## src/rtl/prm_pkg.sv

```systemverilog
// Shared types and constants for the pending request matcher.
// Used by the controller, the datapath, the top level and the checker.
package prm_pkg;

  // Input command codes
  localparam logic [1:0] CMD_ADD    = 2'd0;
  localparam logic [1:0] CMD_RESP   = 2'd1;
  localparam logic [1:0] CMD_TICK   = 2'd2;
  localparam logic [1:0] CMD_UNUSED = 2'd3;

  // Result status codes
  localparam logic [2:0] ST_ADDED     = 3'd0;
  localparam logic [2:0] ST_FULL      = 3'd1;
  localparam logic [2:0] ST_MATCHED   = 3'd2;
  localparam logic [2:0] ST_UNMATCHED = 3'd3;
  localparam logic [2:0] ST_EXPIRED   = 3'd4;
  localparam logic [2:0] ST_IDLE_TICK = 3'd5;

  localparam logic [16:0] AGE_MAX       = 17'h1FFFF;
  localparam logic [15:0] TIMEOUT_RESET = 16'd1000;

  typedef struct packed {
    logic [1:0]  command;
    logic [15:0] fcode;
  } in_item_t;

  typedef struct packed {
    logic [2:0]  status;
    logic [31:0] req_id;
    logic [15:0] code_out;
    logic        last;
  } out_item_t;

  // What a table scan looks for
  typedef enum logic [1:0] {
    MODE_FREE,
    MODE_MATCH,
    MODE_AGE,
    MODE_SEL
  } scan_mode_t;

  // Result to commit once a scan has finished
  typedef enum logic [2:0] {
    COMMIT_NONE,
    COMMIT_ADD,
    COMMIT_MATCH,
    COMMIT_IDLE_TICK,
    COMMIT_EXPIRE
  } commit_t;

  typedef struct packed {
    logic       scan_go;
    scan_mode_t mode;
    commit_t    commit;
  } ctrl_cmd_t;

  typedef struct packed {
    logic scan_done;
    logic exp_none;
    logic exp_more;
  } ctrl_stat_t;

endpackage

```

## src/rtl/prm_ctrl.sv

```systemverilog
// Controller for the pending request matcher: sequences table scans and
// result commits. Depends on prm_pkg.
module prm_ctrl
  import prm_pkg::*;
(
  input  logic       clk,
  input  logic       rst_n,
  input  logic       start,
  input  logic [1:0] command,
  input  ctrl_stat_t stat,
  output logic       busy,
  output ctrl_cmd_t  cmd
);

  typedef enum logic [2:0] {
    S_IDLE,
    S_ADD,
    S_RESP,
    S_AGE,
    S_TDEC,
    S_EXP
  } state_t;

  state_t    state_r;
  ctrl_cmd_t cmd_r;

  assign busy = (state_r != S_IDLE);
  assign cmd  = cmd_r;

  always_ff @(posedge clk) begin
    if (!rst_n) begin
      state_r <= S_IDLE;
      cmd_r   <= '{scan_go: 1'b0, mode: MODE_FREE, commit: COMMIT_NONE};
    end else begin
      // pulses drop by default
      cmd_r.scan_go <= 1'b0;
      cmd_r.commit  <= COMMIT_NONE;
      case (state_r)
        S_IDLE: begin
          if (start) begin
            case (command)
              CMD_ADD: begin
                cmd_r.scan_go <= 1'b1;
                cmd_r.mode    <= MODE_FREE;
                state_r       <= S_ADD;
              end
              CMD_RESP: begin
                cmd_r.scan_go <= 1'b1;
                cmd_r.mode    <= MODE_MATCH;
                state_r       <= S_RESP;
              end
              CMD_TICK: begin
                cmd_r.scan_go <= 1'b1;
                cmd_r.mode    <= MODE_AGE;
                state_r       <= S_AGE;
              end
              default: state_r <= S_IDLE;
            endcase
          end
        end
        S_ADD: begin
          if (stat.scan_done) begin
            cmd_r.commit <= COMMIT_ADD;
            state_r      <= S_IDLE;
          end
        end
        S_RESP: begin
          if (stat.scan_done) begin
            cmd_r.commit <= COMMIT_MATCH;
            state_r      <= S_IDLE;
          end
        end
        S_AGE: begin
          if (stat.scan_done) begin
            state_r <= S_TDEC;
          end
        end
        S_TDEC: begin
          if (stat.exp_none) begin
            cmd_r.commit <= COMMIT_IDLE_TICK;
            state_r      <= S_IDLE;
          end else begin
            cmd_r.scan_go <= 1'b1;
            cmd_r.mode    <= MODE_SEL;
            state_r       <= S_EXP;
          end
        end
        S_EXP: begin
          if (stat.scan_done) begin
            cmd_r.commit <= COMMIT_EXPIRE;
            // look for the next smallest id while this one is committed
            if (stat.exp_more) begin
              cmd_r.scan_go <= 1'b1;
              cmd_r.mode    <= MODE_SEL;
            end else begin
              state_r <= S_IDLE;
            end
          end
        end
        default: state_r <= S_IDLE;
      endcase
    end
  end

endmodule

```

## src/rtl/prm_datapath.sv

```systemverilog
// Datapath for the pending request matcher: entry table, scan pipeline,
// best-entry tracking, id counter and result register. Depends on prm_pkg.
module prm_datapath
  import prm_pkg::*;
#(
  parameter int TABLE_DEPTH = 16
) (
  input  logic        clk,
  input  logic        rst_n,
  input  logic        in_accept,
  input  logic [15:0] in_func,
  input  logic        cfg_wr_en,
  input  logic [15:0] cfg_wr_data,
  input  ctrl_cmd_t   cmd,
  output ctrl_stat_t  stat,
  output logic        out_strobe,
  output out_item_t   out_item
);

  localparam int IDX_W = (TABLE_DEPTH > 1) ? $clog2(TABLE_DEPTH) : 1;
  localparam int CNT_W = $clog2(TABLE_DEPTH + 1);
  localparam logic [IDX_W-1:0] LAST_IDX = IDX_W'(TABLE_DEPTH - 1);
  localparam logic [IDX_W-1:0] IDX_ONE  = IDX_W'(1);
  localparam logic [CNT_W-1:0] CNT_ONE  = CNT_W'(1);

  typedef struct packed {
    logic [31:0] id;
    logic [15:0] code;
    logic [16:0] age;
  } entry_t;

  entry_t mem [TABLE_DEPTH];
  entry_t rd_r;

  logic [TABLE_DEPTH-1:0] valid_r;
  logic [TABLE_DEPTH-1:0] sel_r;
  logic [IDX_W-1:0]       addr_r;
  logic [IDX_W-1:0]       chk_idx_r;
  logic [IDX_W-1:0]       best_idx_r;
  logic                   issuing_r;
  logic                   chk_vld_r;
  logic                   best_found_r;
  logic [31:0]            best_id_r;
  logic [15:0]            best_code_r;
  logic [31:0]            next_id_r;
  logic [15:0]            func_r;
  logic [15:0]            timeout_r;
  scan_mode_t             mode_r;
  logic [CNT_W-1:0]       exp_cnt_r;
  logic                   out_strobe_r;
  out_item_t              out_item_r;

  logic [16:0]      new_age;
  logic             age_exp;
  logic             cand;
  logic             age_wr;
  logic             add_wr;
  logic             mem_we;
  logic [IDX_W-1:0] mem_waddr;
  entry_t           mem_wdata;

  always_comb begin
    new_age = (rd_r.age == AGE_MAX) ? rd_r.age : rd_r.age + 17'd1;
    age_exp = (new_age > {1'b0, timeout_r});
    case (mode_r)
      MODE_FREE:  cand = !valid_r[chk_idx_r] && !best_found_r;
      MODE_MATCH: cand = valid_r[chk_idx_r] && (rd_r.code == func_r) &&
                         (!best_found_r || (rd_r.id < best_id_r));
      MODE_SEL:   cand = sel_r[chk_idx_r] &&
                         (!best_found_r || (rd_r.id < best_id_r));
      default:    cand = 1'b0;
    endcase
    age_wr = chk_vld_r && (mode_r == MODE_AGE) && valid_r[chk_idx_r];
    add_wr = (cmd.commit == COMMIT_ADD) && best_found_r;
    mem_we = age_wr || add_wr;
    if (add_wr) begin
      mem_waddr = best_idx_r;
      mem_wdata = '{id: next_id_r, code: func_r, age: 17'd0};
    end else begin
      mem_waddr = chk_idx_r;
      mem_wdata = '{id: rd_r.id, code: rd_r.code, age: new_age};
    end
  end

  assign stat.scan_done = chk_vld_r && (chk_idx_r == LAST_IDX);
  assign stat.exp_none  = (exp_cnt_r == '0);
  assign stat.exp_more  = (exp_cnt_r > CNT_ONE);
  assign out_strobe     = out_strobe_r;
  assign out_item       = out_item_r;

  // Table storage: one write and one registered read per cycle
  always_ff @(posedge clk) begin
    if (mem_we) begin
      mem[mem_waddr] <= mem_wdata;
    end
  end

  always_ff @(posedge clk) begin
    if (issuing_r) begin
      rd_r      <= mem[addr_r];
      chk_idx_r <= addr_r;
    end
    if (in_accept) begin
      func_r <= in_func;
    end
    if (chk_vld_r && cand) begin
      best_idx_r  <= chk_idx_r;
      best_id_r   <= rd_r.id;
      best_code_r <= rd_r.code;
    end
  end

  // Scan sequencing, best-entry flag, expiry bookkeeping
  always_ff @(posedge clk) begin
    if (!rst_n) begin
      issuing_r    <= 1'b0;
      chk_vld_r    <= 1'b0;
      addr_r       <= '0;
      best_found_r <= 1'b0;
      mode_r       <= MODE_FREE;
      sel_r        <= '0;
      exp_cnt_r    <= '0;
    end else begin
      chk_vld_r <= issuing_r;
      if (cmd.scan_go) begin
        issuing_r    <= 1'b1;
        addr_r       <= '0;
        mode_r       <= cmd.mode;
        best_found_r <= 1'b0;
        if (cmd.mode == MODE_AGE) begin
          exp_cnt_r <= '0;
        end
      end else begin
        if (issuing_r) begin
          if (addr_r == LAST_IDX) begin
            issuing_r <= 1'b0;
          end else begin
            addr_r <= addr_r + IDX_ONE;
          end
        end
        if (chk_vld_r && cand) begin
          best_found_r <= 1'b1;
        end
      end
      if (age_wr && age_exp) begin
        sel_r[chk_idx_r] <= 1'b1;
        exp_cnt_r        <= exp_cnt_r + CNT_ONE;
      end else if (cmd.commit == COMMIT_EXPIRE) begin
        sel_r[best_idx_r] <= 1'b0;
        exp_cnt_r         <= exp_cnt_r - CNT_ONE;
      end
    end
  end

  // Entry valid bits, id counter and timeout register
  always_ff @(posedge clk) begin
    if (!rst_n) begin
      valid_r   <= '0;
      next_id_r <= '0;
      timeout_r <= TIMEOUT_RESET;
    end else begin
      if (cfg_wr_en) begin
        timeout_r <= cfg_wr_data;
      end
      case (cmd.commit)
        COMMIT_ADD: begin
          if (best_found_r) begin
            valid_r[best_idx_r] <= 1'b1;
            next_id_r           <= next_id_r + 32'd1;
          end
        end
        COMMIT_MATCH: begin
          if (best_found_r) begin
            valid_r[best_idx_r] <= 1'b0;
          end
        end
        COMMIT_EXPIRE: valid_r[best_idx_r] <= 1'b0;
        default: ;
      endcase
    end
  end

  // Result register: one transfer per commit
  always_ff @(posedge clk) begin
    if (!rst_n) begin
      out_strobe_r <= 1'b0;
    end else begin
      out_strobe_r <= (cmd.commit != COMMIT_NONE);
    end
  end

  always_ff @(posedge clk) begin
    case (cmd.commit)
      COMMIT_ADD: begin
        if (best_found_r) begin
          out_item_r <= '{status: ST_ADDED, req_id: next_id_r,
                          code_out: func_r, last: 1'b1};
        end else begin
          out_item_r <= '{status: ST_FULL, req_id: 32'd0,
                          code_out: func_r, last: 1'b1};
        end
      end
      COMMIT_MATCH: begin
        if (best_found_r) begin
          out_item_r <= '{status: ST_MATCHED, req_id: best_id_r,
                          code_out: best_code_r, last: 1'b1};
        end else begin
          out_item_r <= '{status: ST_UNMATCHED, req_id: 32'd0,
                          code_out: func_r, last: 1'b1};
        end
      end
      COMMIT_IDLE_TICK: begin
        out_item_r <= '{status: ST_IDLE_TICK, req_id: 32'd0,
                        code_out: 16'd0, last: 1'b1};
      end
      COMMIT_EXPIRE: begin
        out_item_r <= '{status: ST_EXPIRED, req_id: best_id_r,
                        code_out: best_code_r, last: (exp_cnt_r == CNT_ONE)};
      end
      default: out_item_r <= out_item_r;
    endcase
  end

endmodule

```

## src/rtl/pending_request_matcher_top.sv

```systemverilog
// Pending request matcher, top level: joins the controller and the datapath.
// Depends on prm_pkg, prm_ctrl and prm_datapath.
//
// Tracks up to TABLE_DEPTH outstanding requests. A command is taken when
// start is high and busy is low; each result is shown for one cycle with
// out_strobe and cannot be held off. An add or a response scans the entry
// table once through its single read port, one entry per cycle, and its
// result strobes in the cycle after the block can take the next command.
// A tick scans the table once to age every entry and then once more per
// expired entry to pick the smallest id still owed; it gives one idle-tick
// result when nothing expires, else one result per expired entry in rising
// id order. The expiry limit is written through cfg_wr_en and cfg_wr_data;
// the user must do so only while idle, as the block does not enforce it.
module pending_request_matcher_top
  import prm_pkg::*;
#(
  parameter int TABLE_DEPTH = 16
) (
  input  logic        clk,
  input  logic        rst_n,
  input  logic        start,
  output logic        busy,
  input  in_item_t    in_item,
  output logic        out_strobe,
  output out_item_t   out_item,
  input  logic        cfg_wr_en,
  input  logic [15:0] cfg_wr_data
);

  ctrl_cmd_t  cmd;
  ctrl_stat_t stat;
  logic       in_accept;

  assign in_accept = start && !busy;

  prm_ctrl u_ctrl (
    .clk     (clk),
    .rst_n   (rst_n),
    .start   (start),
    .command (in_item.command),
    .stat    (stat),
    .busy    (busy),
    .cmd     (cmd)
  );

  prm_datapath #(
    .TABLE_DEPTH (TABLE_DEPTH)
  ) u_datapath (
    .clk         (clk),
    .rst_n       (rst_n),
    .in_accept   (in_accept),
    .in_func     (in_item.fcode),
    .cfg_wr_en   (cfg_wr_en),
    .cfg_wr_data (cfg_wr_data),
    .cmd         (cmd),
    .stat        (stat),
    .out_strobe  (out_strobe),
    .out_item    (out_item)
  );

endmodule

```

## config.mk

```make
export PLATFORM = sky130hd
export DESIGN_NAME = pending_request_matcher_top
export DESIGN_NICKNAME = d
export VERILOG_FILES = /design/src/rtl/prm_pkg.sv /design/src/rtl/prm_ctrl.sv /design/src/rtl/prm_datapath.sv /design/src/rtl/pending_request_matcher_top.sv
export SDC_FILE = /design/constraint.sdc
export NUM_CORES = 2
export LEC_CHECK = 0
export BUFFER_PORTS_ARGS = -buffer_cell sky130_fd_sc_hd__buf_2
export CAP_MARGIN = 40
export CELL_PAD_IN_SITES_DETAIL_PLACEMENT = 1
export CELL_PAD_IN_SITES_GLOBAL_PLACEMENT = 1
export CORE_MARGIN = 5
export CORE_UTILIZATION = 34
export DETAILED_ROUTE_END_ITERATION = 7
export PLACE_DENSITY = 0.56
export SLEW_MARGIN = 0
export SYNTH_ARGS = -nofsm -noshare
export SYNTH_HDL_FRONTEND = slang
export SYNTH_SLANG_ARGS = --single-unit
```

## constraint.sdc

```tcl
create_clock -name clk -period 8.1 [get_ports clk]
set_input_delay 1.62 -clock clk [delete_from_list [all_inputs] [get_ports clk]]
set_output_delay 1.62 -clock clk [all_outputs]
set_load 0.02 [all_outputs]
```

======== Yosys cells after proc, flatten, opt, wreduce, memory -nomap -nowiden ========
Memory sizes are Yosys's and may differ from the RTL's. A register that Yosys moved wholly into a read port is not among the register bits.
Cells that the tools add are included.
word-level totals
  memories ................................ 1
  logic and storage cells ................. 159
  bits in registers ....................... 228
  input bits .............................. 38
  output and inout port bits .............. 54
  memory bits (writable) .................. 1040
operators by class
  bitwise operators ....................... 7
  add/sub/neg operators ................... 5
  $lt $le $gt $ge ......................... 7
  equal/unequal tests ..................... 30
  muxes and demuxes ....................... 47
  reduce and logical (&&, ||, !) cells .... 38
memories
  memory          depth  bits a word  rd ports  clocked after Yosys merged registers in  write ports  line                source
  u_datapath.mem  16     65           1         1                                        1            prm_datapath.sv:32  entry_t mem [TABLE_DEPTH];
operators with widths
  kind                                                                   count
  52-bit one-hot mux with 4 select lines                                 1
  50-bit 2-to-1 mux                                                      2
  65-bit 2-to-1 mux                                                      1
  16-bit 2-to-1 mux                                                      4
  16-bit one-hot mux with 3 select lines                                 1
  32-bit by 1-bit adder with 32-bit output, second input constant        1
  16-bit bitwise AND                                                     2
  32-bit < comparator                                                    1
  16-bit bitwise OR                                                      2
  3-bit 2-to-1 mux                                                       9
  5-bit 2-to-1 mux                                                       4
  3-bit one-hot mux with 3 select lines                                  2
  3-bit nonzero test                                                     6
  17-bit by 1-bit adder with 17-bit output, second input constant        1
  17-bit equality test, second input constant                            1
  17-bit by 16-bit > comparator with 1-bit output                        1
  17-bit 2-to-1 mux                                                      1
  16-bit equality test                                                   1
  16-bit NOT                                                             1
  3-bit one-hot mux with 5 select lines                                  1
  1-bit logical AND                                                      13
  3-bit by 2-bit equality test with 1-bit output, second input constant  4
  2-bit inequality test, second input constant                           6
  3-bit one-hot mux with 4 select lines                                  1
  other kinds (35)                                                       67

======== Longest topological paths before layout ========
  word-level depth ........................ 8
  gate-level depth with buffers ........... 16
  gate-level depth less buffers ........... 14

======== Hierarchy ========
From an unflattened synthesis, not the netlist that was laid out.
second synthesis, totals
  cell total of the unflattened synthesis .. 2699
  area, all modules ....................... 52564.2 um^2
by module, submodules not included
  module                       times used  cells an instance  sequential area each (um^2)  area an instance (um^2)
  prm_datapath                 1           2633               38807.2                      51983.6
  prm_ctrl                     1           65                 180.2                        566.8
  pending_request_matcher_top  1           1                  0.0                          13.8

======== Worst setup path after synthesis ========
Ideal clock, no wire load.
  kind .................................... reg-to-reg
  start ................................... reg u_datapath.chk_idx_r[1]
  end ..................................... reg u_datapath.best_code_r[0] (enable)
  arrival ................................. 5.484 ns
  data required time ...................... 7.559 ns
  setup time .............................. 0.541 ns
  path buffers ............................ 0
  clock period less this slack ............ 6.025 ns
  stages on the path, launching flop included .. 7
  path slack .............................. 2.075 ns
  path through ............................ edfxtp_1 > mux4_1 > mux2i_1 > mux2i_1 > or3_1 > nand2b_1 > a21boi_0
on the way
  longest elaborated chain between the ends .. 6
  elaborated cells on any way between the ends .. 11
  those cells by class .................... mux (5); reduce/logical (6)
ends and longest elaborated chain
  element                                                 line                                    source
  start: declaration                                      prm_datapath.sv:38                      logic [IDX_W-1:0] chk_idx_r;
  start signal: assignment                                prm_datapath.sv:101                     chk_idx_r <= addr_r;
  1-bit binary-select mux with 4-bit select               prm_datapath.sv:66, prm_datapath.sv:67
  1-bit 2-to-1 mux (implied by the code)                  prm_datapath.sv:66, prm_datapath.sv:67
  1-bit logical AND or 1-bit logical NOT (tied branches)  prm_datapath.sv:67, prm_datapath.sv:66
  1-bit logical AND, on equally long branches             prm_datapath.sv:67, prm_datapath.sv:66
  1-bit one-hot mux with 3 select lines (*)               prm_datapath.sv:65                      case (mode_r)
  1-bit logical AND (*)                                   prm_datapath.sv:106                     if (chk_vld_r && cand) begin
  end signal: assignment                                  prm_datapath.sv:109                     best_code_r <= rd_r.code;
  end: declaration                                        prm_datapath.sv:44                      logic [15:0] best_code_r;
Mark *: on every way between the ends. The rest lies on a longest branch, timed or not. The select of a mux whose other input is x is not followed.
A chain may end at the register's enable or synchronous reset.

======== Worst setup path after layout ========
  start ................................... reg u_datapath.rd_r[0] (netlist name)
  end ..................................... reg u_datapath.sel_r[6]
on the way
  longest elaborated chain between the ends .. 5
  elaborated cells on any way between the ends .. 7
  those cells by class .................... add/sub (1); order compare (1); eq/ne (1); mux (2); reduce/logical (2)
ends and longest elaborated chain
  element                                                                           line                 source
  17-bit by 1-bit adder with 17-bit output or 17-bit equality test (tied branches)  prm_datapath.sv:63   new_age = (rd_r.age == AGE_MAX) ? rd_r.age : rd_r.age + 17'd1;
  17-bit 2-to-1 mux (*)                                                             prm_datapath.sv:63
  17-bit by 16-bit > comparator with 1-bit output (*)                               prm_datapath.sv:64   age_exp = (new_age > {1'b0, timeout_r});
  1-bit logical AND (*)                                                             prm_datapath.sv:145  if (age_wr && age_exp) begin
  16-bit 2-to-1 mux or 2-bit nonzero test (tied branches)                           -
  end signal: assignment                                                            prm_datapath.sv:121  sel_r <= '0;
  end signal: indexed assignment                                                    prm_datapath.sv:146  sel_r[chk_idx_r] <= 1'b1;
  end signal: indexed assignment                                                    prm_datapath.sv:149  sel_r[best_idx_r] <= 1'b0;
  end: declaration                                                                  prm_datapath.sv:36   logic [TABLE_DEPTH-1:0] sel_r;
Mark *: on every way between the ends. The rest lies on a longest branch, timed or not.

==> metrics.yaml <==
outcome: "completed"
hold_class: "register to register"
vias: 26323
die_h_um: 403.4
route.detailed.drc: 0
ys_ff_latch: 1333
synth_xor_area_share_pct: 0.9820
routabilityCongestion: 0.7824
initial_core_util_pct: 34.16
pre_cts_ws_ps: 3532
clk_latency_ps: 760
cp_max_fo: 38
fin_skew_ps: 20.53
synth-simple-area-share_pct: 3.386
hold_viol: 0
drtIter0Drc: 1979
place_inst: 4707
slew_viol_final: 0
synth_async_sr_flop_share_pct: 0
reg2reg_from: "u_datapath.rd_r[0]$_DFFE_PP_"
syn_inst: 2642
crit_path_end_kind: "register"
max_slew_margin_pct: 22.22
p_per_area_mw_per_mm2: 243.7
peakVddDrop_mv: 0.1609
clock.fmax_mhz: 219.2
antenna_found_initial: 2
drive_gt1_share_pct: 27.31
synth-main-ff-cell: "edfxtp_1"
critPathMaxStageDelay_ps: 480
ioPinCount: 92
syn_area_mm2: 0.05262
dp_hpwl_mm: 76.38
setup-violations-final: 0
post_cts_buffers: 0
synth-compound-area-share_pct: 2.875
period_needed_ps: 4562
cts_buffer_depth: 3
fin_nets: 2905
grtUsageTotal_pct: 16.73
cts_buffers: 142
yosys.area_share.adder_pct: 1.355
grt_pass1_vias: 28182
fin_ws_ps: 3538
die-area_mm2: 0.1627
synth_edf_count: 1229
synth_area_leaders: "edfxtp_1, mux4_2, dfxtp_1"
synth.top_cell.area_share_pct: 70.14
die_x_um: 403.4
synth_commonest_cells: "edfxtp_1, mux4_2, nor2_1"
postCtsHoldBufs: 0
cts_max_level: 4
cp_slowest_cell: "o311ai_0"
crit_arrival_ps: 5190
rsz0062_at_grt: "no"
fin_area_mm2: 0.06063
syn2layout_area_growth_pct: 15.22
maxCapViolations: 0
ys_types: 65
ys_seq_area_share_pct: 74.09
overflow: 0
via_per_inst: 5.296
fillCellCount: 14714
finish.utilization_pct: 39.36
min-delay-start: "u_datapath.rd_r[42]$_DFFE_PP_"
critPathLaunch: "u_datapath.rd_r[0]$_DFFE_PP_"
stdcell_count: 4970
synth_nets: 2737
totalNegativeSetupSlack_ps: 0
antenna_cells: 0
clock_sinks: 1333
wl_per_cell_um: 27.50
yosys-mux-area-fraction_pct: 15.84
ys_warn_count: 0
p_leak_uw: 0.01883
period_share_pct: 56.33
placed_cell_area_mm2: 0.05604
num_rows: 144
post_cts_resized: 0
cp.required_ps: 8730
cts_tree: "yes"
dr.pass1.iters: 6
synth_top_family_by_area: "multiplexers"
ff2ff_path_depth: 16
worst_slew_pin_slew_ps: 1167
cts_root_buf: "clkbuf_16"
core_mm2: 0.1540
criticalPathCategory: "register to register"
port_buffers: 91
wl_mm: 136.7
worstPathCellList: "ha_1 -> and4_1 -> a41oi_1 -> nand3_1 -> nor3_1 -> xor2_1 -> ha_1 -> nand4_1 -> nor3_1 -> a211o_1 -> a2111oi_1 -> buf_2 -> nor3_2 -> buf_4 -> o311ai_0 -> nand2_1"
holdPathStages: 0
critPathLaunchType: "register"
grt_pass1_wl_mm: 199.8
yosysMostFrequentCell: "edfxtp_1"
syn_avg_cell_area_um2: 19.92
clkTransAtPathRegs_ps: 60
post-synth-top-area-cell: "edfxtp_1"
antenna_left: 0
grt_max_degree: 141
layout by cell type (no fill, tap or decap), drive strengths merged, types with 14 or more instances in the layout:
cell type  instances
ha                57
mux2i             25
xor2              22
o41a              14
clkbuf           180
inv               70
a21oi             39
nand3             37
a22o              17
buf              158
nand4             27
mux2              49
nor2             118
dfxtp            104
clkinv            58
xnor2             37
o221a             15
o21ai             64
edfxtp          1229
mux4             334
nor3              31
nand2             91
worst paths after layout:
path / slack [ps] / endpoint
worst max register to register: 3540 / u_datapath.sel_r[6]$_SDFFE_PN0P_
worst max-delay path: 3540 / u_datapath.sel_r[6]$_SDFFE_PN0P_
worst min register to register: 490 / u_datapath.best_id_r[9]$_DFFE_PP_
worst min-delay path: 490 / u_datapath.best_id_r[9]$_DFFE_PP_
power by group:
part,switching [uW],internal (uW),total [uW]
logic,410,287,696
registers,75.6,7610,7680
clock network,2660,3740,6400
total,3140,11600,14800
per-stage QoR:
step | power, uW | hold slack (ps)
after floorplan | 8280 | 406.4
after global placement | 8505 | 463.5
after detailed placement | 8535 | 472.3
after CTS | 14970 | 482.4
after global routing | 15310 | 493.4
final | 14780 | 486.3
area by class of cell:
type | instances | area, um^2 | area share, %
flip-flops and latches | 1333 | 39010 | 64.33
well taps | 2044 | 2557 | 4.218
clock inverters | 80 | 681.9 | 1.125
inverters | 65 | 244.0 | 0.4024
repair buffers | 158 | 1225 | 2.020
clock buffers | 180 | 3885 | 6.407
multi-input cells | 1110 | 13030 | 21.49
worst max-delay path, delay by kind of cell, from the launching register on:
family,cells,cell delay (ps)
buffers and inverters,2,480
XOR/XNOR,1,260
flip-flops,1,420
AO/OA/AOI/OAI,4,1590
AND/OR/NAND/NOR,7,1130
adder cells (fa/ha/maj),2,580
kinds of logic (layout without fill, tap and decap cells):
| group | after synthesis | in the layout |
|---|---|---|
| flops | 1333 | 1333 |
| mux | 408 | 408 |
| simple gates | 372 | 372 |
| compound gates | 214 | 214 |
| buf+inv | 199 | 483 |
| xor+xnor | 59 | 59 |
| fa+ha+maj | 57 | 57 |
routing by layer:
| layer | GRT usage [%] | share of wire, % | routed length [um] | vias up |
|---|---|---|---|---|
| met5 | 0 | 0 | 0 | - |
| met4 | 4.418 | 2.1 | 2842 | 0 |
| met3 | 2.748 | 4.6 | 6253 | 167 |
| met2 | 27.51 | 49 | 67160 | 666 |
| met1 | 23.27 | 44 | 60410 | 14326 |
| li1 | - | - | - | 11164 |
flip-flops by register name (all words and copies together) (netlist names), 4 cells and up, named ones only:
signal                  cells
u_datapath.chk_idx_r        4
u_datapath.timeout_r       16
u_datapath.best_id_r       32
u_ctrl.cmd                  6
u_datapath.addr_r           4
u_datapath.mem           1040
u_datapath.exp_cnt_r        5
u_datapath.func_r          16
u_datapath.next_id_r       32
u_datapath.sel_r           16
u_datapath.best_idx_r       4
u_datapath.rd_r            65
u_datapath.best_code_r     16
u_datapath.out_item        52
(Power assumes the default switching activity.)
